**src/hdl/apt_pkg.sv**
```systemverilog
// ----------------------------------------------------------------------------
// apt_pkg
// Shared types and constants of the affine point transform: request and
// response payloads, arithmetic widths and pipeline control.
// ----------------------------------------------------------------------------
package apt_pkg;

   // Number format: signed Q16.16
   localparam int DATA_WIDTH     = 32;
   localparam int FRAC_BITS      = 16;
   localparam int NUM_COEFS      = 12;
   localparam int NUM_AXES       = 3;
   localparam int COEF_IDX_WIDTH = 4;
   localparam int TRANS_BASE     = 9;

   // Full width of one product, of a pair sum and of the final sum
   localparam int PROD_WIDTH = 2 * DATA_WIDTH;
   localparam int PART_WIDTH = PROD_WIDTH + 1;
   localparam int SUM_WIDTH  = PROD_WIDTH + 2;

   // Request kinds
   localparam logic KIND_LOAD  = 1'b0;
   localparam logic KIND_XFORM = 1'b1;

   typedef logic signed [DATA_WIDTH-1:0] word_type;
   typedef logic signed [PROD_WIDTH-1:0] prod_type;
   typedef logic signed [PART_WIDTH-1:0] part_type;
   typedef logic signed [SUM_WIDTH-1:0]  sum_type;

   // 1.0 in the fixed point format
   localparam word_type COEF_ONE = word_type'(1) <<< FRAC_BITS;

   typedef struct packed {
      logic                      kind;
      logic [COEF_IDX_WIDTH-1:0] coef_index;
      logic signed [31:0]        coef_value;
      logic signed [31:0]        point_x;
      logic signed [31:0]        point_y;
      logic signed [31:0]        point_z;
   } req_type;

   typedef struct packed {
      logic signed [31:0] out_x;
      logic signed [31:0] out_y;
      logic signed [31:0] out_z;
      logic               saturated;
   } rsp_type;

   // Per-stage control: load enable and incoming valid
   typedef struct packed {
      logic advance;
      logic valid;
   } stage_ctl_type;

endpackage

```
**src/hdl/apt_sat.sv**
```systemverilog
// ----------------------------------------------------------------------------
// apt_sat
// Output stage: arithmetic shift by the fraction width, clamp to 32 bits,
// flag any clamp, and hold the response until it is taken.
// ----------------------------------------------------------------------------
module apt_sat
   import apt_pkg::*;
(
   input  logic          clock,
   input  logic          reset,
   input  stage_ctl_type ctl,
   input  sum_type       sum [NUM_AXES],
   output logic          valid,
   output rsp_type       rsp
);

   localparam word_type MAX_WORD = {1'b0, {(DATA_WIDTH-1){1'b1}}};
   localparam word_type MIN_WORD = {1'b1, {(DATA_WIDTH-1){1'b0}}};

   logic     valid_ff;
   rsp_type  rsp_ff;
   rsp_type  rsp_in;
   sum_type  shifted [NUM_AXES];
   word_type coord [NUM_AXES];
   logic     clamp [NUM_AXES];

   // In range when every bit from the sign of a word upward agrees
   always_comb begin
      for (int c = 0; c < NUM_AXES; c++) begin
         shifted[c] = sum[c] >>> FRAC_BITS;
         clamp[c]   = !((&shifted[c][SUM_WIDTH-1:DATA_WIDTH-1])
                     || !(|shifted[c][SUM_WIDTH-1:DATA_WIDTH-1]));
         if (!clamp[c]) begin
            coord[c] = shifted[c][DATA_WIDTH-1:0];
         end else if (sum[c][SUM_WIDTH-1]) begin
            coord[c] = MIN_WORD;
         end else begin
            coord[c] = MAX_WORD;
         end
      end
      rsp_in.out_x     = coord[0];
      rsp_in.out_y     = coord[1];
      rsp_in.out_z     = coord[2];
      rsp_in.saturated = clamp[0] || clamp[1] || clamp[2];
   end

   always_ff @(posedge clock) begin
      if (reset) begin
         valid_ff <= 1'b0;
      end else if (ctl.advance) begin
         valid_ff <= ctl.valid;
      end
   end

   always_ff @(posedge clock) begin
      if (ctl.advance && ctl.valid) begin
         rsp_ff <= rsp_in;
      end
   end

   assign valid = valid_ff;
   assign rsp   = rsp_ff;

endmodule

```
**config.mk**
```make
export PLATFORM = sky130hd
export DESIGN_NAME = apt_sat
export DESIGN_NICKNAME = d
export VERILOG_FILES = /design/src/hdl/apt_pkg.sv /design/src/hdl/apt_sat.sv
export SDC_FILE = /design/constraint.sdc
export NUM_CORES = 1
export LEC_CHECK = 0
export BUFFER_PORTS_ARGS = -buffer_cell sky130_fd_sc_hd__buf_2
export CAP_MARGIN = 20
export CORE_AREA = 2 2 115 117
export CTS_BUF_LIST = sky130_fd_sc_hd__clkbuf_4
export DETAILED_ROUTE_END_ITERATION = 10
export DIE_AREA = 0 0 117 119
export PLACE_DENSITY = 0.81
export SYNTH_ARGS = -nofsm -noshare
export SYNTH_HDL_FRONTEND = slang
export SYNTH_SLANG_ARGS = --single-unit
```
**constraint.sdc**
```tcl
create_clock -name clock -period 3.5 [get_ports clock]
set_input_delay 0.7 -clock clock [delete_from_list [all_inputs] [get_ports clock]]
set_output_delay 0.7 -clock clock [all_outputs]
set_load 0.05 [all_outputs]
```
After elaboration in Yosys (flattened, before gate mapping):

Index checks and enable logic that the tools add are counted.

* flip-flop bits (word level): 98
* bits in latches: 0
* RAM bits: 0
* ROM bits: 0
* bits of input ports: 202
* output and inout port bits: 98
* word-level logic and storage cells: 29
* memories kept: 0

* $add $sub $neg: 0
* multipliers: 0
* div/mod/pow operators: 0
* $lt $le $gt $ge: 0
* eq/ne operators: 0
* shift-type cells: 0
* mux-type cells: 6
* bitwise operators: 0
* reduce and logical (&&, ||, !) cells: 18

Operators by type and width (number)
* 2-to-1 mux 32 bit: 6
* AND reduction 19 bit: 3
* OR reduction 19 bit: 3
* zero test 1 bit: 6
* logical OR 1 bit: 5
* logical AND 1 bit: 1

Depth between registers and ports, before layout:

* depth after elaboration: 6
* gate-level depth with buffers: 6
* mapped depth without buffers: 5

Worst setup path after synthesis:

OpenSTA, ideal clock, no wires.

* kind: input to register
* start: input port ctl[0] (netlist bit)
* end: register rsp_ff, in the netlist rsp[0] (enable)
* library setup time: 467 ps
* data arrival time: 2958 ps
* data required time: 3033 ps
* slack: 75 ps
* cell stages on the path: 1
* path buffers: 0
* cells stage by stage: and2_1

* cells in the longest elaborated chain, start to end: 1

RTL lines
* from (decl): line apt_sat.sv:11 `input stage_ctl_type ctl,`
* logical AND 1 bit: line apt_sat.sv:56 `if (ctl.advance && ctl.valid) begin`
* to (signal assigned): line apt_sat.sv:57 `rsp_ff <= rsp_in;`
* to (decl): line apt_sat.sv:21 `rsp_type rsp_ff;`

Every way passes these cells.
A chain may end at the register's enable or synchronous reset.

==> metrics.txt <==
Net Sw Frac=32.0%; critical path launch point type=input pin; Flop pwr share=56.4%; Hold WC Path Type=input pin to flip-flop; Slowest-stage cell, CP=a31o_2; internal power=1680 uW; flop and latch count out of synthesis=98; CP Class=input pin to flip-flop; DRC errors left=0; placed cell area=0.00561 sq mm; worst-path fanout max=32; Tcrit/Tclk final=64.1%; DP Worst Slack=750 ps; worst-margin pin slew=646 ps; worst skew pair latency=450 ps; RSZ-0062 raised after global routing=false; relative slew slack=56.9%; final-report max-slew violation count=0; top cell type's share of synthesized area=69.0%; antenna-violating nets left=0; most frequent cells in the layout=buf_2 (251), edfxtp_1 (97), a21o_1 (48), a21o_2 (45), nand4_1 (15); Seq/Total Area, Yosys=69.5%; Warnings, synthesis=0; layout cell share with drive strength beyond 1=63.3%; crit path from=sum[116]; Setup crit end kind=flip-flop; HP Start=reset; Die Footprint=0.0139 sq mm; clk sinks=98; WL per Instance=15.3 um; TritonCTS clock tree=built; filler cell count=1,167; Net Sw Power=792 uW; Finished Layout Cells=689; Max Cap Viol=0; Initial Util=32.8%; Power Density=432 mW/mm^2; GRT overflow=0; setup ws final=1260 ps; final instance area=0.00572 sq mm; CTS Hold Bufs=0; H-Tree Depth=3; combinational power share=22.2%; post-CTS sizing=0; Final min period=2240 ps; Mapped Area=0.00422 sq mm; NumNets Final=709; Synth area leader=edfxtp_1; 1st-iter DRT viols=174; CTS Root Cell=clkbuf_4; clock skew=0 ps; number of global-route vias before repair=3,371; Final GP Congestion=0.804; initial antenna violation count=2; I/O Buffers=251; slowest stage delay, CP=590 ps; Clk pwr share=21.5%; row count=42; Lkg Pwr=0.00269 uW; Worst R2R Start=valid; crit-path cells=buf_2, nor4_1, nand4_1, nor4_2, a31o_2, nand3_1; DRT Pass-1 Iters=6; GR Util All Layers=15.0%; main area contributors after synthesis=edfxtp_1 (69%), a21o_2 (9.3%), a21o_1 (8.5%); pin count of the biggest net entering global routing=55; critical path arrival=2430 ps; unique cell type count in the Yosys netlist=21; Syn Inst Count=262; most common cell after layout, fill and taps aside=buf_2; fmax=446 MHz; Final Util=44.4%; synthesized area per cell=16.1 sq um; global-route wire length before repair=16,000 um; maximum vdd drop=0.187 mV; sum of negative setup slack=0 ps; die extent in y=119 um; I/O pins=300; Clock Path Buffers=2; Mapped Nets=464; area grow syn2layout=35.5%; Worst Path Required=3690 ps; Core Box Area=0.0129 sq mm; detailed-route via count=3,287; placed cells=672; # setup viols final=0; Post-CTS Repair Setup Buffers=0; Avg Vias per Cell=4.77; Final HPWL DP=8020 um; total CTS buffers=9; Hold Vio Cnt, Final=0; status=finished clean; DIE WIDTH=117 um; Reg clk slew, reported paths=140 ps; wirelength, routed=10,500 um
==> critical path: cells and delay by family <==
| kind | cells | cell delay, ps |
|---|---|---|
| buffers and inverters | 1 | 110 |
| AND/OR/NAND/NOR | 4 | 1020 |
| AO/OA/AOI/OAI | 1 | 590 |
==> cells in the mapped netlist, drive strengths merged <==
| library cell | instances |
|---|---|
| and2 | 1 |
| inv | 1 |
| nand4 | 15 |
| edfxtp | 97 |
| dfxtp | 1 |
| a31o | 3 |
| clkbuf | 1 |
| and3 | 3 |
| nor4 | 15 |
| a21o | 93 |
| dlygate4sd3 | 2 |
| buf | 18 |
| a311oi | 3 |
| nand3 | 1 |
| nor2 | 7 |
| a21oi | 1 |
==> final timing paths <==
path | to | slack (ps) | depth (start not counted)
hold reg to reg | valid | 510 | 2
setup reg to reg | valid | 2920 | 2
setup / recovery | rsp[0] | 1260 | 6
hold / removal | valid | 380 | 2
==> state kept, by name, indices dropped and copies added (netlist names) <==
register / cells
valid: 1
rsp: 97
==> kinds of logic after synthesis <==
| kind of cell | synth area share (%) |
|---|---|
| flip-flops | 69.5 |
| buffers and inverters | 4.74 |
| AND/OR/NAND/NOR | 6.23 |
| AO/OA/AOI/OAI | 19.5 |
==> metal layers <==
layer | up-vias | part of all wire [%] | track usage, % | routed length (um)
met1 | 1553 | 37 | 15.0 | 3900
met2 | 171 | 51 | 26.8 | 5370
met4 | 2 | 2.3 | 5.88 | 242
met5 | - | 0.12 | 0 | 13
met3 | 21 | 9.5 | 6.82 | 1010
li1 | 1540 | - | - | -
==> per-stage QoR <==
step	hold slack (ps)	total power, uW
2_1_floorplan	729	1790
3_3_place_gp	464	1960
3_5_place_dp	487	1970
4_1_cts	337	2510
5_1_grt	335	2580
6_report	383	2470
==> power by group through the flow <==
stage	sequential (uW)	clock, uW	combinational [uW]
after CTS	1400	560	551
after global placement	1420	0	538
after global routing	1400	596	580
final	1390	530	548
after floorplan	1700	0	89.8
after detailed placement	1420	0	550
==> cell type report <==
| type | count | area [sq um] | area share [%] |
|---|---|---|---|
| Clock inverter | 7 | 43.8 | 0.766 |
| Clock buffer | 9 | 67.6 | 1.18 |
| Timing Repair Buffer | 255 | 1320 | 23.1 |
| Multi-Input combinational cell | 142 | 1130 | 19.8 |
| Tap cell | 176 | 220 | 3.85 |
| Sequential cell | 98 | 2930 | 51.3 |
| Inverter | 1 | 3.75 | 0.0656 |
| Antenna cell | 1 | 2.50 | 0.0438 |
Note: power is estimated with default switching activity, not from simulation.
