## src/hdl/apt_pkg.sv

```systemverilog
// ----------------------------------------------------------------------------
// apt_pkg
// Shared types and constants of the affine point transform: request and
// response payloads, arithmetic widths and pipeline control.
// ----------------------------------------------------------------------------
package apt_pkg;

   // Number format: signed Q16.16
   localparam int DATA_WIDTH     = 32;
   localparam int FRAC_BITS      = 16;
   localparam int NUM_COEFS      = 12;
   localparam int NUM_AXES       = 3;
   localparam int COEF_IDX_WIDTH = 4;
   localparam int TRANS_BASE     = 9;

   // Full width of one product, of a pair sum and of the final sum
   localparam int PROD_WIDTH = 2 * DATA_WIDTH;
   localparam int PART_WIDTH = PROD_WIDTH + 1;
   localparam int SUM_WIDTH  = PROD_WIDTH + 2;

   // Request kinds
   localparam logic KIND_LOAD  = 1'b0;
   localparam logic KIND_XFORM = 1'b1;

   typedef logic signed [DATA_WIDTH-1:0] word_type;
   typedef logic signed [PROD_WIDTH-1:0] prod_type;
   typedef logic signed [PART_WIDTH-1:0] part_type;
   typedef logic signed [SUM_WIDTH-1:0]  sum_type;

   // 1.0 in the fixed point format
   localparam word_type COEF_ONE = word_type'(1) <<< FRAC_BITS;

   typedef struct packed {
      logic                      kind;
      logic [COEF_IDX_WIDTH-1:0] coef_index;
      logic signed [31:0]        coef_value;
      logic signed [31:0]        point_x;
      logic signed [31:0]        point_y;
      logic signed [31:0]        point_z;
   } req_type;

   typedef struct packed {
      logic signed [31:0] out_x;
      logic signed [31:0] out_y;
      logic signed [31:0] out_z;
      logic               saturated;
   } rsp_type;

   // Per-stage control: load enable and incoming valid
   typedef struct packed {
      logic advance;
      logic valid;
   } stage_ctl_type;

endpackage

```

## src/hdl/apt_sum.sv

```systemverilog
// ----------------------------------------------------------------------------
// apt_sum
// Two adder stages per axis: pair sums first, then the full-width total of
// three products and the scaled translation.
// ----------------------------------------------------------------------------
module apt_sum
   import apt_pkg::*;
(
   input  logic          clock,
   input  logic          reset,
   input  stage_ctl_type ctl_pair,
   input  stage_ctl_type ctl_total,
   input  prod_type      prod [NUM_AXES*NUM_AXES],
   input  word_type      trans [NUM_AXES],
   output logic          pair_valid,
   output logic          valid,
   output sum_type       sum [NUM_AXES]
);

   logic     pair_valid_ff;
   logic     valid_ff;
   part_type pa_ff [NUM_AXES];
   part_type pb_ff [NUM_AXES];
   part_type pa_in [NUM_AXES];
   part_type pb_in [NUM_AXES];
   sum_type  sum_ff [NUM_AXES];
   sum_type  sum_in [NUM_AXES];

   // Pair stage: x and y terms, z term and translation
   always_comb begin
      for (int c = 0; c < NUM_AXES; c++) begin
         pa_in[c] = PART_WIDTH'(prod[c]) + PART_WIDTH'(prod[NUM_AXES+c]);
         pb_in[c] = PART_WIDTH'(prod[2*NUM_AXES+c])
                  + (PART_WIDTH'(trans[c]) <<< FRAC_BITS);
      end
   end

   // Total stage
   always_comb begin
      for (int c = 0; c < NUM_AXES; c++) begin
         sum_in[c] = SUM_WIDTH'(pa_ff[c]) + SUM_WIDTH'(pb_ff[c]);
      end
   end

   always_ff @(posedge clock) begin
      if (reset) begin
         pair_valid_ff <= 1'b0;
         valid_ff      <= 1'b0;
      end else begin
         if (ctl_pair.advance) begin
            pair_valid_ff <= ctl_pair.valid;
         end
         if (ctl_total.advance) begin
            valid_ff <= ctl_total.valid;
         end
      end
   end

   always_ff @(posedge clock) begin
      if (ctl_pair.advance && ctl_pair.valid) begin
         pa_ff <= pa_in;
         pb_ff <= pb_in;
      end
      if (ctl_total.advance && ctl_total.valid) begin
         sum_ff <= sum_in;
      end
   end

   assign pair_valid = pair_valid_ff;
   assign valid      = valid_ff;
   assign sum        = sum_ff;

endmodule

```

## config.mk

```make
export PLATFORM = sky130hd
export DESIGN_NAME = apt_sum
export DESIGN_NICKNAME = d
export VERILOG_FILES = /design/src/hdl/apt_pkg.sv /design/src/hdl/apt_sum.sv
export SDC_FILE = /design/constraint.sdc
export NUM_CORES = 2
export LEC_CHECK = 0
export BUFFER_PORTS_ARGS = -buffer_cell sky130_fd_sc_hd__buf_2
export CAP_MARGIN = 20
export CORE_AREA = 2 2 340 342
export CTS_BUF_LIST = sky130_fd_sc_hd__clkbuf_8
export DETAILED_ROUTE_END_ITERATION = 16
export DIE_AREA = 0 0 342 344
export HOLD_SLACK_MARGIN = 0.08
export SLEW_MARGIN = 20
export SYNTH_ARGS = -nofsm -noshare
export SYNTH_HDL_FRONTEND = slang
export SYNTH_SLANG_ARGS = --single-unit
```

## constraint.sdc

```tcl
create_clock -name clock -period 10.3 [get_ports clock]
set_clock_uncertainty 0.2 [all_clocks]
set_input_delay 1.03 -clock clock [delete_from_list [all_inputs] [get_ports clock]]
set_output_delay 1.03 -clock clock [all_outputs]
set_load 0.01 [all_outputs]
```

# Word-level counts from Yosys, hierarchy flattened
# Index checks and enable logic that the tools add are counted.
[totals] register_bits=590 out_inout_bits=200 in_bits=678 wordCells=22
[op_classes] n_reduce_logical=2 add_sub_neg=9
[op_table] cell="adder 65 x 65 -> 66 bit" count=3
[op_table] cell="adder 64 x 48 -> 65 bit" count=3
[op_table] cell="adder 64 x 64 -> 65 bit" count=3
[op_table] cell="logical AND 1 bit" count=2

# Longest topological paths before layout
[logic_depth] ltp_word=1 depth_mapped=14 depth_no_buf=14

# Worst setup path after synthesis
# OpenSTA, ideal clock, no wires.
[synth_path] path_kind="input port to flip-flop" start="input ctl_pair[0] (netlist bit)" end="register pa_ff[0] (netlist bit) (enable)" setup_slack_ns=-0.520 required_time_ns=9.298 path_stages=1 t_arrival_ns=9.818 n_path_buf=0 setup_ns=0.802 cell_sequence="and2_1"
[synth_via] elab_chain_len=1
[synth_lines] element="start: declaration" line="apt_sum.sv:11" text="input stage_ctl_type ctl_pair,"
[synth_lines] element="logical AND 1 bit" line="apt_sum.sv:60" text="if (ctl_pair.advance && ctl_pair.valid) begin"
[synth_lines] element="end signal: assignment" line="apt_sum.sv:61" text="pa_ff <= pa_in;"
[synth_lines] element="end: declaration" line="apt_sum.sv:22" text="part_type pa_ff [NUM_AXES];"
# Every way passes these cells.
# A chain may end at the register's enable or synchronous reset.

==> run summary <==
The critical path required time is 10.62 ns, and the post-route worst hold slack is 0.2317 ns. For the maximum root-to-sink buffer count, the log shows 3. The count of final max-slew check failures is 0, and the number of hold buffers added after cts is 0. The run gives 3114 uW as the power dissipated by switching net loads. After global routing the overflow that remains totals 0.

Setup repair after global routing left no endpoint under its margin. In this run switching power makes up 35.29% of total power. The logs give 7281 for the number of standard cells in the final layout excluding fillers and 0.9720 for the placer's final routability congestion estimate. The H-tree was split into 3 levels. After the last flow step, the layout net total stands at 6862. The global-route wire length before repair was 238900 um; the number of top-level design ports was 878. For this run, the total global-route usage over all layers was measured as 26.66%.

The final standard cell utilization of the core was 48.08%; the number of routed nets with antenna violations was 0. After synthesis the netlist holds a flip-flop and latch count of 590. Per report_power, the clock group accounts for 27.3% of the total. The total half-perimeter wirelength after legalization and detailed placement is 135800 um.

The share of power burned in registers came out at 36.5%. The die covers 117600 um2. The vertical die dimension is 344 um.

Of the total synthesized cell area, the portion taken by AND, OR, NAND and NOR gates is 11.76%. The count of flip-flops with a built-in enable after synthesis was 588. The tools report the reg-to-reg startpoint as pa_ff[65]$_DFFE_PP_.

Cells with a size suffix above 1 make up 19.32% of the layout. The via count of the first global-routing pass is 40706, and the count of mapped cells out of synthesis is 4799. The relative contribution of combinational cells to total power came out at 36.2%. Measured against its own limit, the worst slew margin works out to 30.98%.

The compound-cell area share of the yosys netlist came out at 23.90%. The worst setup path is launched from a flop. The transition time at the pin with the least slew margin was 1.022 ns; the sequential cell area was 17700 um2.

Setup violations remaining at the end of the flow were counted as 0. The clock latency reported for the late side of the worst-skew pair is 0.78 ns. The netlist area before placement is 46600 um2, and the placed instance count is 7048.

The tools report the aggregate routed wire length as 162500 um. Summing all non-filler instances in the final layout gives an area of 54760 um2. The hold path startpoint was prod[64].

The maximum fanout count along the critical path is 5. The filler cell count was 11012; the adder and majority gate portion of the synthesized area was 14.64%. Setup slack on the worst reg-to-reg path comes out at 5.66 ns. The detailed router placed 41144 vias in this run.

Share of flip-flops with an asynchronous set or reset after synthesis: 0%. In the routed design, unresolved DRC markers number 0. The root buffer cell chosen for the clock tree is sky130_fd_sc_hd__clkbuf_8. The tools report the area of combinational cells with multiple inputs as 27730 um2. During synthesis, Yosys emitted a total of 0 warnings. Endpoint type of the worst setup path: a flop. The tools report the final number of hold-violating endpoints as 0.

The count of input and output buffers is 877. The critical path is of the reg2reg type. The final critical-path share of the clock period is 45.09%. Compared with the post-synthesis result, the final layout area differs by 17.51%.

The worst register-to-register path ends at sum[130]$_DFFE_PP_. After detailed routing, the number of vias per cell comes to 5.651. The fraction of synthesized area in multiplexers was 0.07250%. When the netlist entered floorplanning its net count stood at 6017.

In this run, the number of DRC markers left after iteration 0 of detailed routing was 2862. For this configuration, the core starts out at a cell density of 40.92%. The flow ran to the end, and the final reports show no timing, DRC or antenna violations. Counting cells, the worst reg-to-reg path comes to 14. Post-cts sizing count: 0.

The total area inside the core boundary comes to 113900 um2. After synthesis, the largest family of logic cells by area is compound AO/OA/AOI/OAI gates. The placed standard-cell area is 52390 um2.

The path class of the tightest hold or removal check is in2reg. The critical path arrival was 4.96 ns; the initial antenna violation count was 66. In the final routed layout, each cell accounts on average for 22.32 um.

The number of cells on the worst hold path is 1, and the count of buffers added by post-CTS timing repair for setup is 0. Counting I/O delays and the setup requirement, the final critical path takes 4.645 ns. Across the VDD grid, the largest voltage drop is 0.00009967 V.

After Yosys synthesis, XOR and XNOR cells account for 9.116% of the synthesized area. For this design the static power due to leakage is 0.02353 uW. Entering global routing, the biggest net connects 137 pins. The number of CTS-inserted buffers was 106; the CTS sink count was 590. The internal portion of the total power is 5709 uW. The run gives 0 ns as the sum of negative setup slack. Static timing analysis puts the maximum clock frequency at 215.3 MHz. The tools report the number of placement rows as 124. TritonCTS built the clock tree. The run gives 96 as the count of different cell masters after synthesis. The most used flip-flop cell after synthesis is sky130_fd_sc_hd__edfxtp_1.

The share of the Yosys chip area taken by registers is 37.98%. The clock transition time at the flip-flop clock pins of the worst setup and hold paths was 0.06 ns. The worst hold path terminates at pb_ff[65]$_DFFE_PP_.

The total iterations of the first detailed-routing run is 5. Mean cell area of the mapped netlist: 9.710 um2. Max-cap violations in this run came to 0.

In this run the horizontal extent of the chip is 342 um. Dividing total power by cell area gives a power density of 161.1 nW/um2.
[synthesized netlist by cell type (9+ instances only)]
library cell,n,area share (%)
sky130_fd_sc_hd__and2_1,39,0.52
sky130_fd_sc_hd__inv_1,158,1.3
sky130_fd_sc_hd__a41oi_1,16,0.30
sky130_fd_sc_hd__o41ai_1,9,0.17
sky130_fd_sc_hd__xnor2_1,304,5.7
sky130_fd_sc_hd__and3_1,41,0.55
sky130_fd_sc_hd__nor2b_1,51,0.68
sky130_fd_sc_hd__a31o_2,16,0.30
sky130_fd_sc_hd__xor2_1,181,3.4
sky130_fd_sc_hd__nand2b_1,36,0.48
sky130_fd_sc_hd__o21a_1,53,0.85
sky130_fd_sc_hd__a311oi_1,10,0.19
sky130_fd_sc_hd__nand2_1,333,2.7
sky130_fd_sc_hd__fa_1,9,0.39
sky130_fd_sc_hd__nand3_1,100,1.1
sky130_fd_sc_hd__o21bai_1,103,1.7
sky130_fd_sc_hd__a2111oi_0,10,0.19
sky130_fd_sc_hd__nor4_1,15,0.20
sky130_fd_sc_hd__o211ai_1,28,0.45
sky130_fd_sc_hd__and4_1,12,0.23
sky130_fd_sc_hd__a221o_1,9,0.19
sky130_fd_sc_hd__ha_1,531,14
sky130_fd_sc_hd__a21oi_1,592,6.4
sky130_fd_sc_hd__o31ai_1,32,0.52
sky130_fd_sc_hd__a21boi_0,16,0.26
sky130_fd_sc_hd__edfxtp_1,588,38
sky130_fd_sc_hd__or2_2,12,0.16
sky130_fd_sc_hd__a221oi_1,21,0.39
sky130_fd_sc_hd__or3_1,17,0.23
sky130_fd_sc_hd__o2111ai_1,12,0.23
sky130_fd_sc_hd__o21ai_1,11,0.12
sky130_fd_sc_hd__o21ai_0,302,3.2
sky130_fd_sc_hd__or4_1,10,0.16
sky130_fd_sc_hd__a21o_1,289,4.7
sky130_fd_sc_hd__a211o_1,10,0.19
sky130_fd_sc_hd__a31oi_1,67,0.90
sky130_fd_sc_hd__nor3_1,77,0.83
sky130_fd_sc_hd__a211oi_1,36,0.58
sky130_fd_sc_hd__nand4_1,116,1.6
sky130_fd_sc_hd__nor2_1,251,2.0
sky130_fd_sc_hd__clkbuf_1,140,1.1
[metrics by stage]
stage	power, uW	worst slack (ns)
2_1_floorplan	5432	3.828
6_report	8823	5.655
5_1_grt	9352	5.283
3_3_place_gp	6420	4.993
3_5_place_dp	6419	4.832
4_1_cts	8882	5.624
[layout make-up]
| class | count | area share (%) |
|---|---|---|
| tap | 1512 | 3.455 |
| clock inverter | 89 | 1.492 |
| clock buffer | 106 | 2.664 |
| multi-input combinational | 3901 | 50.64 |
| sequential | 590 | 32.32 |
| timing repair buffer | 887 | 8.176 |
| antenna | 38 | 0.1737 |
| inverter | 158 | 1.083 |
[worst max-delay path, stage by stage, from the launching register on]
cell	delay [ns]
sky130_fd_sc_hd__edfxtp_1	0.38
sky130_fd_sc_hd__ha_1	0.24
sky130_fd_sc_hd__inv_1	0.08
sky130_fd_sc_hd__fa_1	0.20
sky130_fd_sc_hd__nor2b_1	0.07
sky130_fd_sc_hd__o31ai_1	0.32
sky130_fd_sc_hd__a32oi_1	0.26
sky130_fd_sc_hd__a211oi_2	0.50
sky130_fd_sc_hd__o21ai_0	0.22
sky130_fd_sc_hd__nor3_1	0.44
sky130_fd_sc_hd__a21oi_1	0.16
sky130_fd_sc_hd__a211oi_1	0.54
sky130_fd_sc_hd__o21bai_1	0.37
sky130_fd_sc_hd__a21oi_1	0.30
sky130_fd_sc_hd__xnor2_1	0.09
[power by group through the flow]
stage,logic [uW],clock network [uW],registers (uW)
6_report,3190,2410,3220
5_1_grt,3520,2590,3240
4_1_cts,3170,2490,3220
3_5_place_dp,3150,0,3270
3_3_place_gp,3150,0,3270
2_1_floorplan,2150,0,3280
[flip-flops by register name (all words and copies together), names as in the netlist]
name,flops
valid,1
sum,198
pair_valid,1
pb_ff,195
pa_ff,195
[placed cells by master, fill, tap and decap left out, drive strengths merged, types with 12 or more instances in the layout]
cell type / instances
xnor2: 304
a211oi: 38
a31oi: 68
and2: 39
clkbuf: 106
clkinv: 45
a31o: 16
diode: 38
a21o: 289
buf: 887
nand3: 100
nor2b: 52
nand2b: 36
xor2: 181
a21boi: 21
ha: 531
and4: 12
o21a: 53
bufinv: 14
nand4: 116
nor3: 77
o21ai: 319
or3: 17
and3: 41
nor4: 15
inv: 184
edfxtp: 588
nand2: 334
a41oi: 19
o211ai: 29
nor2: 251
a21oi: 594
a221oi: 22
o21bai: 104
o31ai: 34
o2111ai: 12
or2: 14
[logic make-up after synthesis]
| kind of cell | after synthesis |
|---|---|
| and+or+nand+nor | 1132 |
| buffers and inverters | 308 |
| adders and majority gates | 540 |
| DFF | 590 |
| muxes | 3 |
| AOI/OAI and AO/OA | 1741 |
| xor gates and xnor gates | 485 |
[per-layer routing]
metal	track usage, %	part of all wire, %	vias to the layer above	wire length (um)
met5	0	0.15	-	237
met2	46.34	48	1312	78360
met1	31.81	41	19411	66210
met4	11.39	4.1	36	6655
li1	-	-	20055	-
met3	5.715	6.8	330	11040
[how the worst max path moves through the flow]
stage / from / endpoint / slack, ns / depth (start not counted)
2_1_floorplan: ctl_pair[1] / pa_ff[0]$_DFFE_PP_ / 3.83 / 1
3_3_place_gp: prod[268] / pa_ff[129]$_DFFE_PP_ / 4.99 / 13
3_5_place_dp: prod[268] / pa_ff[129]$_DFFE_PP_ / 4.83 / 13
5_1_grt: pa_ff[130]$_DFFE_PP_ / sum[196]$_DFFE_PP_ / 5.28 / 14
4_1_cts: pa_ff[130]$_DFFE_PP_ / sum[196]$_DFFE_PP_ / 5.62 / 14
6_report: pa_ff[65]$_DFFE_PP_ / sum[130]$_DFFE_PP_ / 5.66 / 14
Power figures use the tool's default switching activity.
